<file path="config.mk">
export PLATFORM = sky130hd
export DESIGN_NAME = bounded_history_with_cursor_core
export DESIGN_NICKNAME = d
export VERILOG_FILES = /design/src/sv/bhc_pkg.sv /design/src/sv/bhc_ram.sv /design/src/sv/bounded_history_with_cursor_core.sv
export SDC_FILE = /design/constraint.sdc
export NUM_CORES = 1
export LEC_CHECK = 0
export BUFFER_PORTS_ARGS = -buffer_cell sky130_fd_sc_hd__buf_4
export CAP_MARGIN = 5
export CORE_UTILIZATION = 49
export CTS_CLUSTER_DIAMETER = 150
export DETAILED_ROUTE_END_ITERATION = 10
export GPL_ROUTABILITY_DRIVEN = 0
export PLACE_DENSITY_LB_ADDON = 0.12
export SETUP_SLACK_MARGIN = 0.5
export SLEW_MARGIN = 10
export SYNTH_ARGS = -nofsm -noshare
export SYNTH_HDL_FRONTEND = slang
export SYNTH_SLANG_ARGS = --single-unit
</file>
<file path="constraint.sdc">
create_clock -name clk -period 6.5 [get_ports clk]
set_input_delay 0.325 -clock clk [delete_from_list [all_inputs] [get_ports clk]]
set_output_delay 0.325 -clock clk [all_outputs]
set_load 0.01 [all_outputs]
</file>
<file path="src/sv/bhc_pkg.sv">
// Shared types, codes and helpers for the bounded history core.
// No dependencies; used by the core, its checker and the testbench.
package bhc_pkg;

    localparam int DEPTH       = 16;
    localparam int KEY_WIDTH   = 32;
    localparam int MAX_RESULTS = 16;
    localparam int SLOT_W      = (DEPTH > 1) ? $clog2(DEPTH) : 1;
    localparam int CNT_W       = $clog2(DEPTH + 1);
    localparam int K_W         = (MAX_RESULTS > 1) ? $clog2(MAX_RESULTS) : 1;
    localparam int CAP_W       = 5;
    localparam int CAP_RESET   = (DEPTH < 16) ? DEPTH : 16;
    localparam int PADDR_W     = 3;
    localparam int PDATA_W     = 32;

    // Command codes
    localparam logic [2:0] CMD_ADD   = 3'd0;
    localparam logic [2:0] CMD_PEEK  = 3'd1;
    localparam logic [2:0] CMD_MOVE  = 3'd2;
    localparam logic [2:0] CMD_RANGE = 3'd3;
    localparam logic [2:0] CMD_CLEAR = 3'd4;

    // Direction codes
    localparam logic [1:0] DIR_NONE = 2'd0;
    localparam logic [1:0] DIR_BACK = 2'd1;
    localparam logic [1:0] DIR_FWD  = 2'd2;
    localparam logic [1:0] DIR_BOTH = 2'd3;

    // Status codes
    localparam logic [1:0] STATUS_OK    = 2'd0;
    localparam logic [1:0] STATUS_EMPTY = 2'd1;
    localparam logic [1:0] STATUS_RANGE = 2'd2;
    localparam logic [1:0] STATUS_DIR   = 2'd3;

    // Register index (byte address / 4)
    localparam logic [PADDR_W-3:0] REG_CAPACITY = '0;

    typedef struct packed {
        logic [2:0]           command;
        logic [1:0]           direction;
        logic [7:0]           distance;
        logic [KEY_WIDTH-1:0] item_key;
    } cmd_t;

    typedef struct packed {
        logic [1:0]           status;
        logic                 has_item;
        logic [KEY_WIDTH-1:0] entry_key;
        logic                 last;
        logic [3:0]           cursor_out;
        logic [4:0]           length_out;
    } res_t;

    // Slot of an offset from a base slot in the circular store
    function automatic logic [SLOT_W-1:0] slot_wrap(input logic [SLOT_W-1:0] base,
                                                    input logic [SLOT_W-1:0] ofs);
        logic [SLOT_W:0] sum;
        sum = {1'b0, base} + {1'b0, ofs};
        if (sum >= (SLOT_W + 1)'(DEPTH))
            sum = sum - (SLOT_W + 1)'(DEPTH);
        return sum[SLOT_W-1:0];
    endfunction

    // Limit a written capacity to 1..DEPTH
    function automatic logic [CNT_W-1:0] clamp_cap(input logic [CAP_W-1:0] v);
        logic [CNT_W-1:0] r;
        if (v == '0)
            r = CNT_W'(1);
        else if (32'(v) > DEPTH)
            r = CNT_W'(DEPTH);
        else
            r = CNT_W'(v);
        return r;
    endfunction

endpackage

</file>
<file path="src/sv/bhc_ram.sv">
// Generic single-write, single-read RAM with registered read data.
// No dependencies.
module bhc_ram #(
    parameter int WIDTH = 32,
    parameter int DEPTH = 16
) (
    input  logic                                     clk,
    input  logic                                     we,
    input  logic [((DEPTH > 1) ? $clog2(DEPTH) : 1)-1:0] waddr,
    input  logic [WIDTH-1:0]                         wdata,
    input  logic                                     re,
    input  logic [((DEPTH > 1) ? $clog2(DEPTH) : 1)-1:0] raddr,
    output logic [WIDTH-1:0]                         rdata
);

    logic [WIDTH-1:0] mem_reg [DEPTH];
    logic [WIDTH-1:0] rdata_reg;

    // Write port and registered read port; read data holds when idle
    always_ff @(posedge clk)
    begin
        if (we)
            mem_reg[waddr] <= wdata;
        if (re)
            rdata_reg <= mem_reg[raddr];
    end

    assign rdata = rdata_reg;

endmodule

</file>
<file path="src/sv/bounded_history_with_cursor_core.sv">
// Back/forward history of item keys with a cursor, kept in a circular RAM.
// Depends on bhc_pkg and bhc_ram.
//
// A request is taken in the idle state, which also starts the RAM read of the
// one entry it may need; the exec state then applies it and loads the result
// register, waiting while the result side stalls. A range request with entries
// then streams them from the range state, one entry a cycle while the result
// side does not stall, paced by the single RAM read port. New requests are
// refused while one is in progress, but a finished result may still wait in
// the output register while the next request is taken. The key store needs no
// clearing after reset; capacity is written over the APB port only while the
// history is empty and writes at other times are dropped.
module bounded_history_with_cursor_core
    import bhc_pkg::*;
(
    input  logic               clk,
    input  logic               rst_n,
    // request channel
    input  logic               cmd_valid,
    output logic               cmd_stall,
    input  cmd_t               cmd,
    // result channel
    output logic               res_valid,
    input  logic               res_stall,
    output res_t               res,
    // configuration port
    input  logic               psel,
    input  logic               penable,
    input  logic               pwrite,
    input  logic [PADDR_W-1:0] paddr,
    input  logic [PDATA_W-1:0] pwdata,
    output logic [PDATA_W-1:0] prdata,
    output logic               pready
);

    typedef enum logic [1:0] {ST_IDLE, ST_EXEC, ST_RANGE} state_t;

    state_t            state_reg, state_next;
    cmd_t              cmd_reg, cmd_next;
    logic [CNT_W-1:0]  count_reg, count_next;
    logic [SLOT_W-1:0] cursor_reg, cursor_next;
    logic [SLOT_W-1:0] oldest_reg, oldest_next;
    logic [CNT_W-1:0]  cap_reg, cap_next;
    logic [CNT_W-1:0]  idx_reg, idx_next;
    logic [CNT_W-1:0]  to_reg, to_next;
    logic [K_W-1:0]    k_reg, k_next;
    logic              res_valid_reg, res_valid_next;
    res_t              res_reg, res_next;

    logic              cmd_acc;
    logic              res_free;
    logic              res_load;
    logic              cfg_wr;

    // RAM interface
    logic                 ram_we;
    logic [SLOT_W-1:0]    ram_waddr;
    logic                 ram_re;
    logic [SLOT_W-1:0]    ram_raddr;
    logic [KEY_WIDTH-1:0] ram_rdata;
    logic [SLOT_W-1:0]    rd_idx;

    // Add
    logic              add_adv;
    logic              add_hit;
    logic [CNT_W-1:0]  add_cnt1;
    logic              add_evict;
    logic [SLOT_W-1:0] add_oldest;
    logic [CNT_W-1:0]  add_cnt2;
    logic [CNT_W-1:0]  add_cnt3;
    logic [SLOT_W-1:0] add_cursor;

    // Peek and move
    logic [8:0]        cur9;
    logic [8:0]        dist9;
    logic [1:0]        pk_status;
    logic [SLOT_W-1:0] pk_idx;

    // Range
    logic [CNT_W-1:0]  rg_from;
    logic [CNT_W-1:0]  rg_to;
    logic              rg_has_to;
    logic              rg_none;
    logic              rg_last;

    // First entry index of a range around the cursor
    function automatic logic [CNT_W-1:0] range_from(input logic [SLOT_W-1:0] cur,
                                                    input logic [1:0]        dir,
                                                    input logic [7:0]        nb);
        logic [8:0]       c9;
        logic [8:0]       n9;
        logic [CNT_W-1:0] f;
        c9 = 9'(cur);
        n9 = 9'(nb);
        f  = CNT_W'(c9 + 9'd1);
        if (dir[0])
            f = (n9 != 9'd0 && c9 >= n9) ? CNT_W'(c9 - n9) : '0;
        return f;
    endfunction

    bhc_ram #(
        .WIDTH (KEY_WIDTH),
        .DEPTH (DEPTH)
    ) u_store (
        .clk   (clk),
        .we    (ram_we),
        .waddr (ram_waddr),
        .wdata (cmd_reg.item_key),
        .re    (ram_re),
        .raddr (ram_raddr),
        .rdata (ram_rdata)
    );

    assign cmd_stall = (state_reg != ST_IDLE);
    assign cmd_acc   = cmd_valid && !cmd_stall;
    assign res_free  = !res_valid_reg || !res_stall;
    assign res_valid = res_valid_reg;
    assign res       = res_reg;
    assign pready    = 1'b1;
    assign cfg_wr    = psel && penable && pwrite;

    // Read back the capacity register
    assign prdata = (paddr[PADDR_W-1:2] == REG_CAPACITY) ? PDATA_W'(cap_reg) : '0;

    // Pick the entry a new request needs, read at the accept edge
    always_comb
    begin
        case (cmd.command) inside
            CMD_ADD:
                rd_idx = cursor_reg + SLOT_W'(1);
            CMD_PEEK, CMD_MOVE:
                rd_idx = (cmd.direction == DIR_BACK) ?
                         cursor_reg - SLOT_W'(cmd.distance) :
                         cursor_reg + SLOT_W'(cmd.distance);
            CMD_RANGE:
                rd_idx = SLOT_W'(range_from(cursor_reg, cmd.direction, cmd.distance));
            default:
                rd_idx = '0;
        endcase
    end

    // Add: advance on a matching next entry, else truncate, evict when full and append
    always_comb
    begin
        add_adv    = (CNT_W'(cursor_reg) + CNT_W'(1)) < count_reg;
        add_hit    = add_adv && (ram_rdata == cmd_reg.item_key);
        add_cnt1   = add_adv ? CNT_W'(cursor_reg) + CNT_W'(1) : count_reg;
        add_evict  = add_cnt1 >= cap_reg;
        add_oldest = add_evict ? slot_wrap(oldest_reg, SLOT_W'(1)) : oldest_reg;
        add_cnt2   = add_evict ? add_cnt1 - CNT_W'(1) : add_cnt1;
        add_cnt3   = add_cnt2 + CNT_W'(1);
        add_cursor = (add_cnt3 > CNT_W'(1) && CNT_W'(cursor_reg) < add_cnt3 - CNT_W'(1)) ?
                     cursor_reg + SLOT_W'(1) : cursor_reg;
        ram_waddr  = slot_wrap(add_oldest, SLOT_W'(add_cnt2));
    end

    // Peek and move: check the target against the stored span
    always_comb
    begin
        cur9   = 9'(cursor_reg);
        dist9  = 9'(cmd_reg.distance);
        pk_idx = (cmd_reg.direction == DIR_BACK) ?
                 cursor_reg - SLOT_W'(cmd_reg.distance) :
                 cursor_reg + SLOT_W'(cmd_reg.distance);
        if (count_reg == '0)
            pk_status = STATUS_EMPTY;
        else if (cmd_reg.direction == DIR_BACK)
            pk_status = (cur9 < dist9) ? STATUS_RANGE : STATUS_OK;
        else if (cmd_reg.direction == DIR_FWD)
            pk_status = (cur9 + dist9 >= 9'(count_reg)) ? STATUS_RANGE : STATUS_OK;
        else
            pk_status = STATUS_DIR;
    end

    // Range: bounds of the run around the cursor
    always_comb
    begin
        rg_from   = range_from(cursor_reg, cmd_reg.direction, cmd_reg.distance);
        rg_has_to = (cursor_reg != '0);
        rg_to     = rg_has_to ? CNT_W'(cursor_reg) - CNT_W'(1) : '0;
        if (cmd_reg.direction[1])
        begin
            rg_has_to = 1'b1;
            rg_to     = count_reg - CNT_W'(1);
            if (cmd_reg.distance != 8'd0 && cur9 + dist9 < 9'(rg_to))
                rg_to = CNT_W'(cur9 + dist9);
        end
        rg_none = !rg_has_to || (rg_from > rg_to);
        rg_last = (idx_reg == to_reg) || (k_reg == K_W'(MAX_RESULTS - 1));
    end

    // Sequencer: accept, apply, and stream range entries
    always_comb
    begin
        state_next  = state_reg;
        cmd_next    = cmd_reg;
        count_next  = count_reg;
        cursor_next = cursor_reg;
        oldest_next = oldest_reg;
        cap_next    = cap_reg;
        idx_next    = idx_reg;
        to_next     = to_reg;
        k_next      = k_reg;
        res_next    = res_reg;
        res_load    = 1'b0;
        ram_we      = 1'b0;
        ram_re      = 1'b0;
        ram_raddr   = slot_wrap(oldest_reg, rd_idx);

        // Take a capacity write only while the history is empty
        if (cfg_wr && paddr[PADDR_W-1:2] == REG_CAPACITY && count_reg == '0)
            cap_next = clamp_cap(pwdata[CAP_W-1:0]);

        unique case (state_reg)
            ST_IDLE:
            begin
                if (cmd_acc)
                begin
                    cmd_next   = cmd;
                    ram_re     = 1'b1;
                    state_next = ST_EXEC;
                end
            end

            ST_EXEC:
            begin
                if (res_free)
                begin
                    res_load           = 1'b1;
                    res_next.status    = STATUS_OK;
                    res_next.has_item  = 1'b0;
                    res_next.entry_key = '0;
                    res_next.last      = 1'b1;
                    state_next         = ST_IDLE;
                    case (cmd_reg.command) inside
                        CMD_ADD:
                        begin
                            if (add_hit)
                                cursor_next = cursor_reg + SLOT_W'(1);
                            else
                            begin
                                ram_we      = 1'b1;
                                oldest_next = add_oldest;
                                count_next  = add_cnt3;
                                cursor_next = add_cursor;
                            end
                        end
                        CMD_PEEK, CMD_MOVE:
                        begin
                            res_next.status = pk_status;
                            if (pk_status == STATUS_OK)
                            begin
                                res_next.has_item  = 1'b1;
                                res_next.entry_key = ram_rdata;
                                if (cmd_reg.command == CMD_MOVE)
                                    cursor_next = pk_idx;
                            end
                        end
                        CMD_RANGE:
                        begin
                            if (count_reg == '0)
                                res_next.status = STATUS_EMPTY;
                            else if (cmd_reg.direction == DIR_NONE)
                                res_next.status = STATUS_DIR;
                            else if (!rg_none)
                            begin
                                // Hold the result; the first entry is already read
                                res_load   = 1'b0;
                                idx_next   = rg_from;
                                to_next    = rg_to;
                                k_next     = '0;
                                state_next = ST_RANGE;
                            end
                        end
                        CMD_CLEAR:
                        begin
                            case (cmd_reg.direction)
                                DIR_BOTH:
                                begin
                                    count_next  = '0;
                                    cursor_next = '0;
                                    oldest_next = '0;
                                end
                                DIR_BACK:
                                begin
                                    if (cursor_reg != '0)
                                    begin
                                        oldest_next = slot_wrap(oldest_reg, cursor_reg);
                                        count_next  = count_reg - CNT_W'(cursor_reg);
                                        cursor_next = '0;
                                    end
                                end
                                DIR_FWD:
                                begin
                                    if (count_reg != '0)
                                        count_next = CNT_W'(cursor_reg) + CNT_W'(1);
                                end
                                default:
                                    res_next.status = STATUS_DIR;
                            endcase
                        end
                        default:
                        begin
                            res_next.status = STATUS_OK;
                        end
                    endcase
                    res_next.cursor_out = 4'(cursor_next);
                    res_next.length_out = 5'(count_next);
                end
            end

            ST_RANGE:
            begin
                if (res_free)
                begin
                    res_load            = 1'b1;
                    res_next.status     = STATUS_OK;
                    res_next.has_item   = 1'b1;
                    res_next.entry_key  = ram_rdata;
                    res_next.last       = rg_last;
                    res_next.cursor_out = 4'(cursor_reg);
                    res_next.length_out = 5'(count_reg);
                    if (rg_last)
                        state_next = ST_IDLE;
                    else
                    begin
                        // Advance to the next entry and fetch it
                        ram_re    = 1'b1;
                        ram_raddr = slot_wrap(oldest_reg, SLOT_W'(idx_reg + CNT_W'(1)));
                        idx_next  = idx_reg + CNT_W'(1);
                        k_next    = k_reg + K_W'(1);
                    end
                end
            end

            default:
            begin
                state_next = ST_IDLE;
            end
        endcase

        res_valid_next = res_load || (res_valid_reg && res_stall);
    end

    // State and registered outputs
    always_ff @(posedge clk or negedge rst_n)
    begin
        if (!rst_n)
        begin
            state_reg     <= ST_IDLE;
            count_reg     <= '0;
            cursor_reg    <= '0;
            oldest_reg    <= '0;
            cap_reg       <= CNT_W'(CAP_RESET);
            res_valid_reg <= 1'b0;
        end
        else
        begin
            state_reg     <= state_next;
            count_reg     <= count_next;
            cursor_reg    <= cursor_next;
            oldest_reg    <= oldest_next;
            cap_reg       <= cap_next;
            res_valid_reg <= res_valid_next;
        end
    end

    // Payload registers
    always_ff @(posedge clk)
    begin
        cmd_reg <= cmd_next;
        idx_reg <= idx_next;
        to_reg  <= to_next;
        k_reg   <= k_next;
        res_reg <= res_next;
    end

endmodule

</file>
==> out/results.ini <==
[status]
status = finished clean

[layout]
largest_reg_flops = 512
drive_above_1_share_pct = 13.7
area_delta_synth_final_pct = 16.7
nets = 2671
n_antenna_cell = 0

[sta]
hold_viol = 0
setup_tns_ps = 0
period_minus_slack_ps = 5690
drv_slew = 0
slew_headroom_pct = 31.9
worst_slew_pin_slew_ps = 1010
max_freq_mhz = 176
setup_viol = 0
finalClockSkew_ps = 24.3
rsz0062_at_grt = false
period_share_pct = 87.5

[power_and_ir_drop]
p_per_area_mw_per_mm2 = 522
irDropWorstVdd_uv = 425
switching_power_w = 0.00746
combPwrFrac_pct = 45.5
power_leakage_nw = 12.3
p_total_w = 0.0184
sequentialPowerShare_pct = 33.5
internal-power_w = 0.0110
clockPowerShare_pct = 21.1
swShare_pct = 40.5

[setup_path]
startpoint_type = register
cp.arrival_ps = 6060
cp_max_fo = 10
crit_required_ps = 6870
critical_path_class = reg -> reg
critical_path.endpoint_type = register

[floorplanning]
dieArea_mm2 = 0.0627
start_util_pct = 49.8
fp.dieW_um = 250
die_h_um = 250
row_count = 90
io_pins = 167
core_mm2 = 0.0607

[logic_synthesis]
synthArstFlopShare_pct = 3.14
yosysTopAreaCell = edfxtp_1
synth_edf_count = 648
netlist.area_leader.share_pct = 64.4
synth_ff_type = edfxtp_1
yosysUniqueCellTypes = 76
synthTopCellsByCount = edfxtp_1, nand2_1, a211oi_1
yosysWarnings = 0
synth.area.top_cells = edfxtp_1, nand2_1, a211oi_1, ha_1, and2_1
yosysMostFrequentCell = edfxtp_1
ys_seq_elements = 669
yosysSeqAreaShare_pct = 66.1
avgSynthCellArea_um2 = 13.1
syn_inst = 2309
netlist_area_mm2 = 0.0302

[clock_network]
cts_root_buf = clkbuf_16
clk_latency_ps = 620
clock-sinks = 669
cts_made_buffers = 71
cts_max_path_buffers = 3
cts_tree = built
htree_levels = 3
cts.clk_slew.worst_paths_ps = 60

[run]
drv_cap = 0

[global_routing]
grt_max_degree = 133
first_global_vias = 19200
grt_antenna_before_repair = 0
grt_pass1_wl_mm = 116
grt_use_total_pct = 24.6
overflow = 0

[route]
vias_per_cell = 5.82
via_count = 19400
post_drt_wl_per_cell_um = 23.0
drt_iter0_markers = 1782
first_pass_iters = 7
drc = 0
final_antenna_net_count = 0
wirelength_mm = 76.5

[placed_design]
io_buffers = 109
dpl.hpwl_mm = 46.9

[hold_path]
holdCritPathClass = in -> reg

[final cells by class]
class / count / area, µm²
repair buffers: 246 / 2240
flip-flops and latches: 669 / 20000
well taps: 782 / 978
multi-input cells: 1445 / 9630
clock inverters: 34 / 322
inverters: 65 / 246
fillers: 4906 / 25400
clock buffers: 90 / 1890
[power by group through the flow]
| stage | combinational [W] | clock [W] | sequential [W] |
|---|---|---|---|
| final | 0.00837 | 0.00388 | 0.00616 |
| after global routing | 0.00915 | 0.00411 | 0.00624 |
| after CTS | 0.00822 | 0.00396 | 0.00618 |
| after detailed placement | 0.00814 | 0 | 0.00626 |
| after global placement | 0.00799 | 0 | 0.00624 |
| after floorplan | 0.00545 | 0 | 0.00613 |
[worst max-delay path, cell delays in order, from the launching register on]
cell and delay, ps:
dfrtp_2 410, buf_4 130, nand3_2 120, xnor2_4 170
inv_2 90, ha_1 330, a21o_1 210, a21oi_4 240
a21oi_2 160, nor2_2 320, inv_1 110, ha_1 270
nand2b_1 150, a21oi_2 200, nand2_1 100, nand2_1 80
a21boi_2 240, ha_4 210, mux4_2 490, nor2_1 130
o21ai_0 140, and2_1 190, a221o_2 460, o311a_1 380
o21a_1 100
[logic make-up after synthesis]
group / Yosys count / share of synthesized area [%]
buffers and inverters: 221 / 3.26
multiplexers: 51 / 1.75
adder cells (fa/ha/maj): 86 / 3.81
other: 2 / 0.0248
flip-flops: 669 / 66.1
AND/OR/NAND/NOR: 674 / 10.6
XOR/XNOR: 84 / 2.58
AO/OA/AOI/OAI: 522 / 11.9
[cell usage in the layout (no fill, tap or decap), drive strengths merged, types with 5 or more instances in the layout]
master and n:
mux2i 44, nand3 23, nor3 23, clkbuf 90, o211ai 11, and3 5
a211o 6, nand4 14, a31oi 74, buf 195, clkinv 27, xor2 20
nor2b 41, dlygate4sd3 51, nand2b 10, mux2 6, ha 76, a211oi 138
nand2 311, and2 135, o22ai 6, inv 66, conb 28, xnor2 64
edfxtp 648, o21ai 42, a221oi 5, fa 10, a21o 16, a21oi 118
o31ai 5, dfrtp 20, nor2 87, nor4 7, o2111ai 5, a311oi 66
[through the flow]
step / instance area, µm² / utilization, % / cells / hold slack [ps] / setup slack, ps
final: 35300 / 58.1 / 3331 / 40.3 / 811
after global routing: 35300 / 58.1 / 3331 / 36.8 / 507
after CTS: 35200 / 58.0 / 3329 / 9.05 / 548
after detailed placement: 32500 / 53.5 / 3154 / 261 / 281
after global placement: 32500 / 53.5 / 3154 / 253 / 421
after floorplan: 30400 / - / 2335 / 29.4 / 504
[final timing paths]
path | start | endpoint | slack [ps] | cells after the start
max | cursor_reg[0] | res[5] | 810 | 24
min | res_stall | res_valid | 40 | 3
max reg2reg | cursor_reg[0] | res[5] | 810 | 24
min reg2reg | state_reg[1] | state_reg[1] | 520 | 2
max in group asynchronous | rst_n | cap_reg[4] | 6030 | 2
min in group asynchronous | rst_n | cap_reg[3] | 170 | 2
[metal layers]
layer	track usage [%]	share of wire, %	vias up
met5	0	0	-
met4	6.17	2.2	0
met3	3.92	5.5	124
met2	39.8	48	561
met1	34.8	45	9671
li1	-	-	9015
[what timing repair did]
item / 4_1_cts / 5_1_grt
hold buffers: 51 / 0
setup endpoints to repair: 264 / 393
resized for setup: 3 / 11
cloned: 0 / 0
endpoints found under the hold margin: 72 / 0
buffers inserted: 0 / 2
No activity file was read; power rests on OpenSTA's default activity.
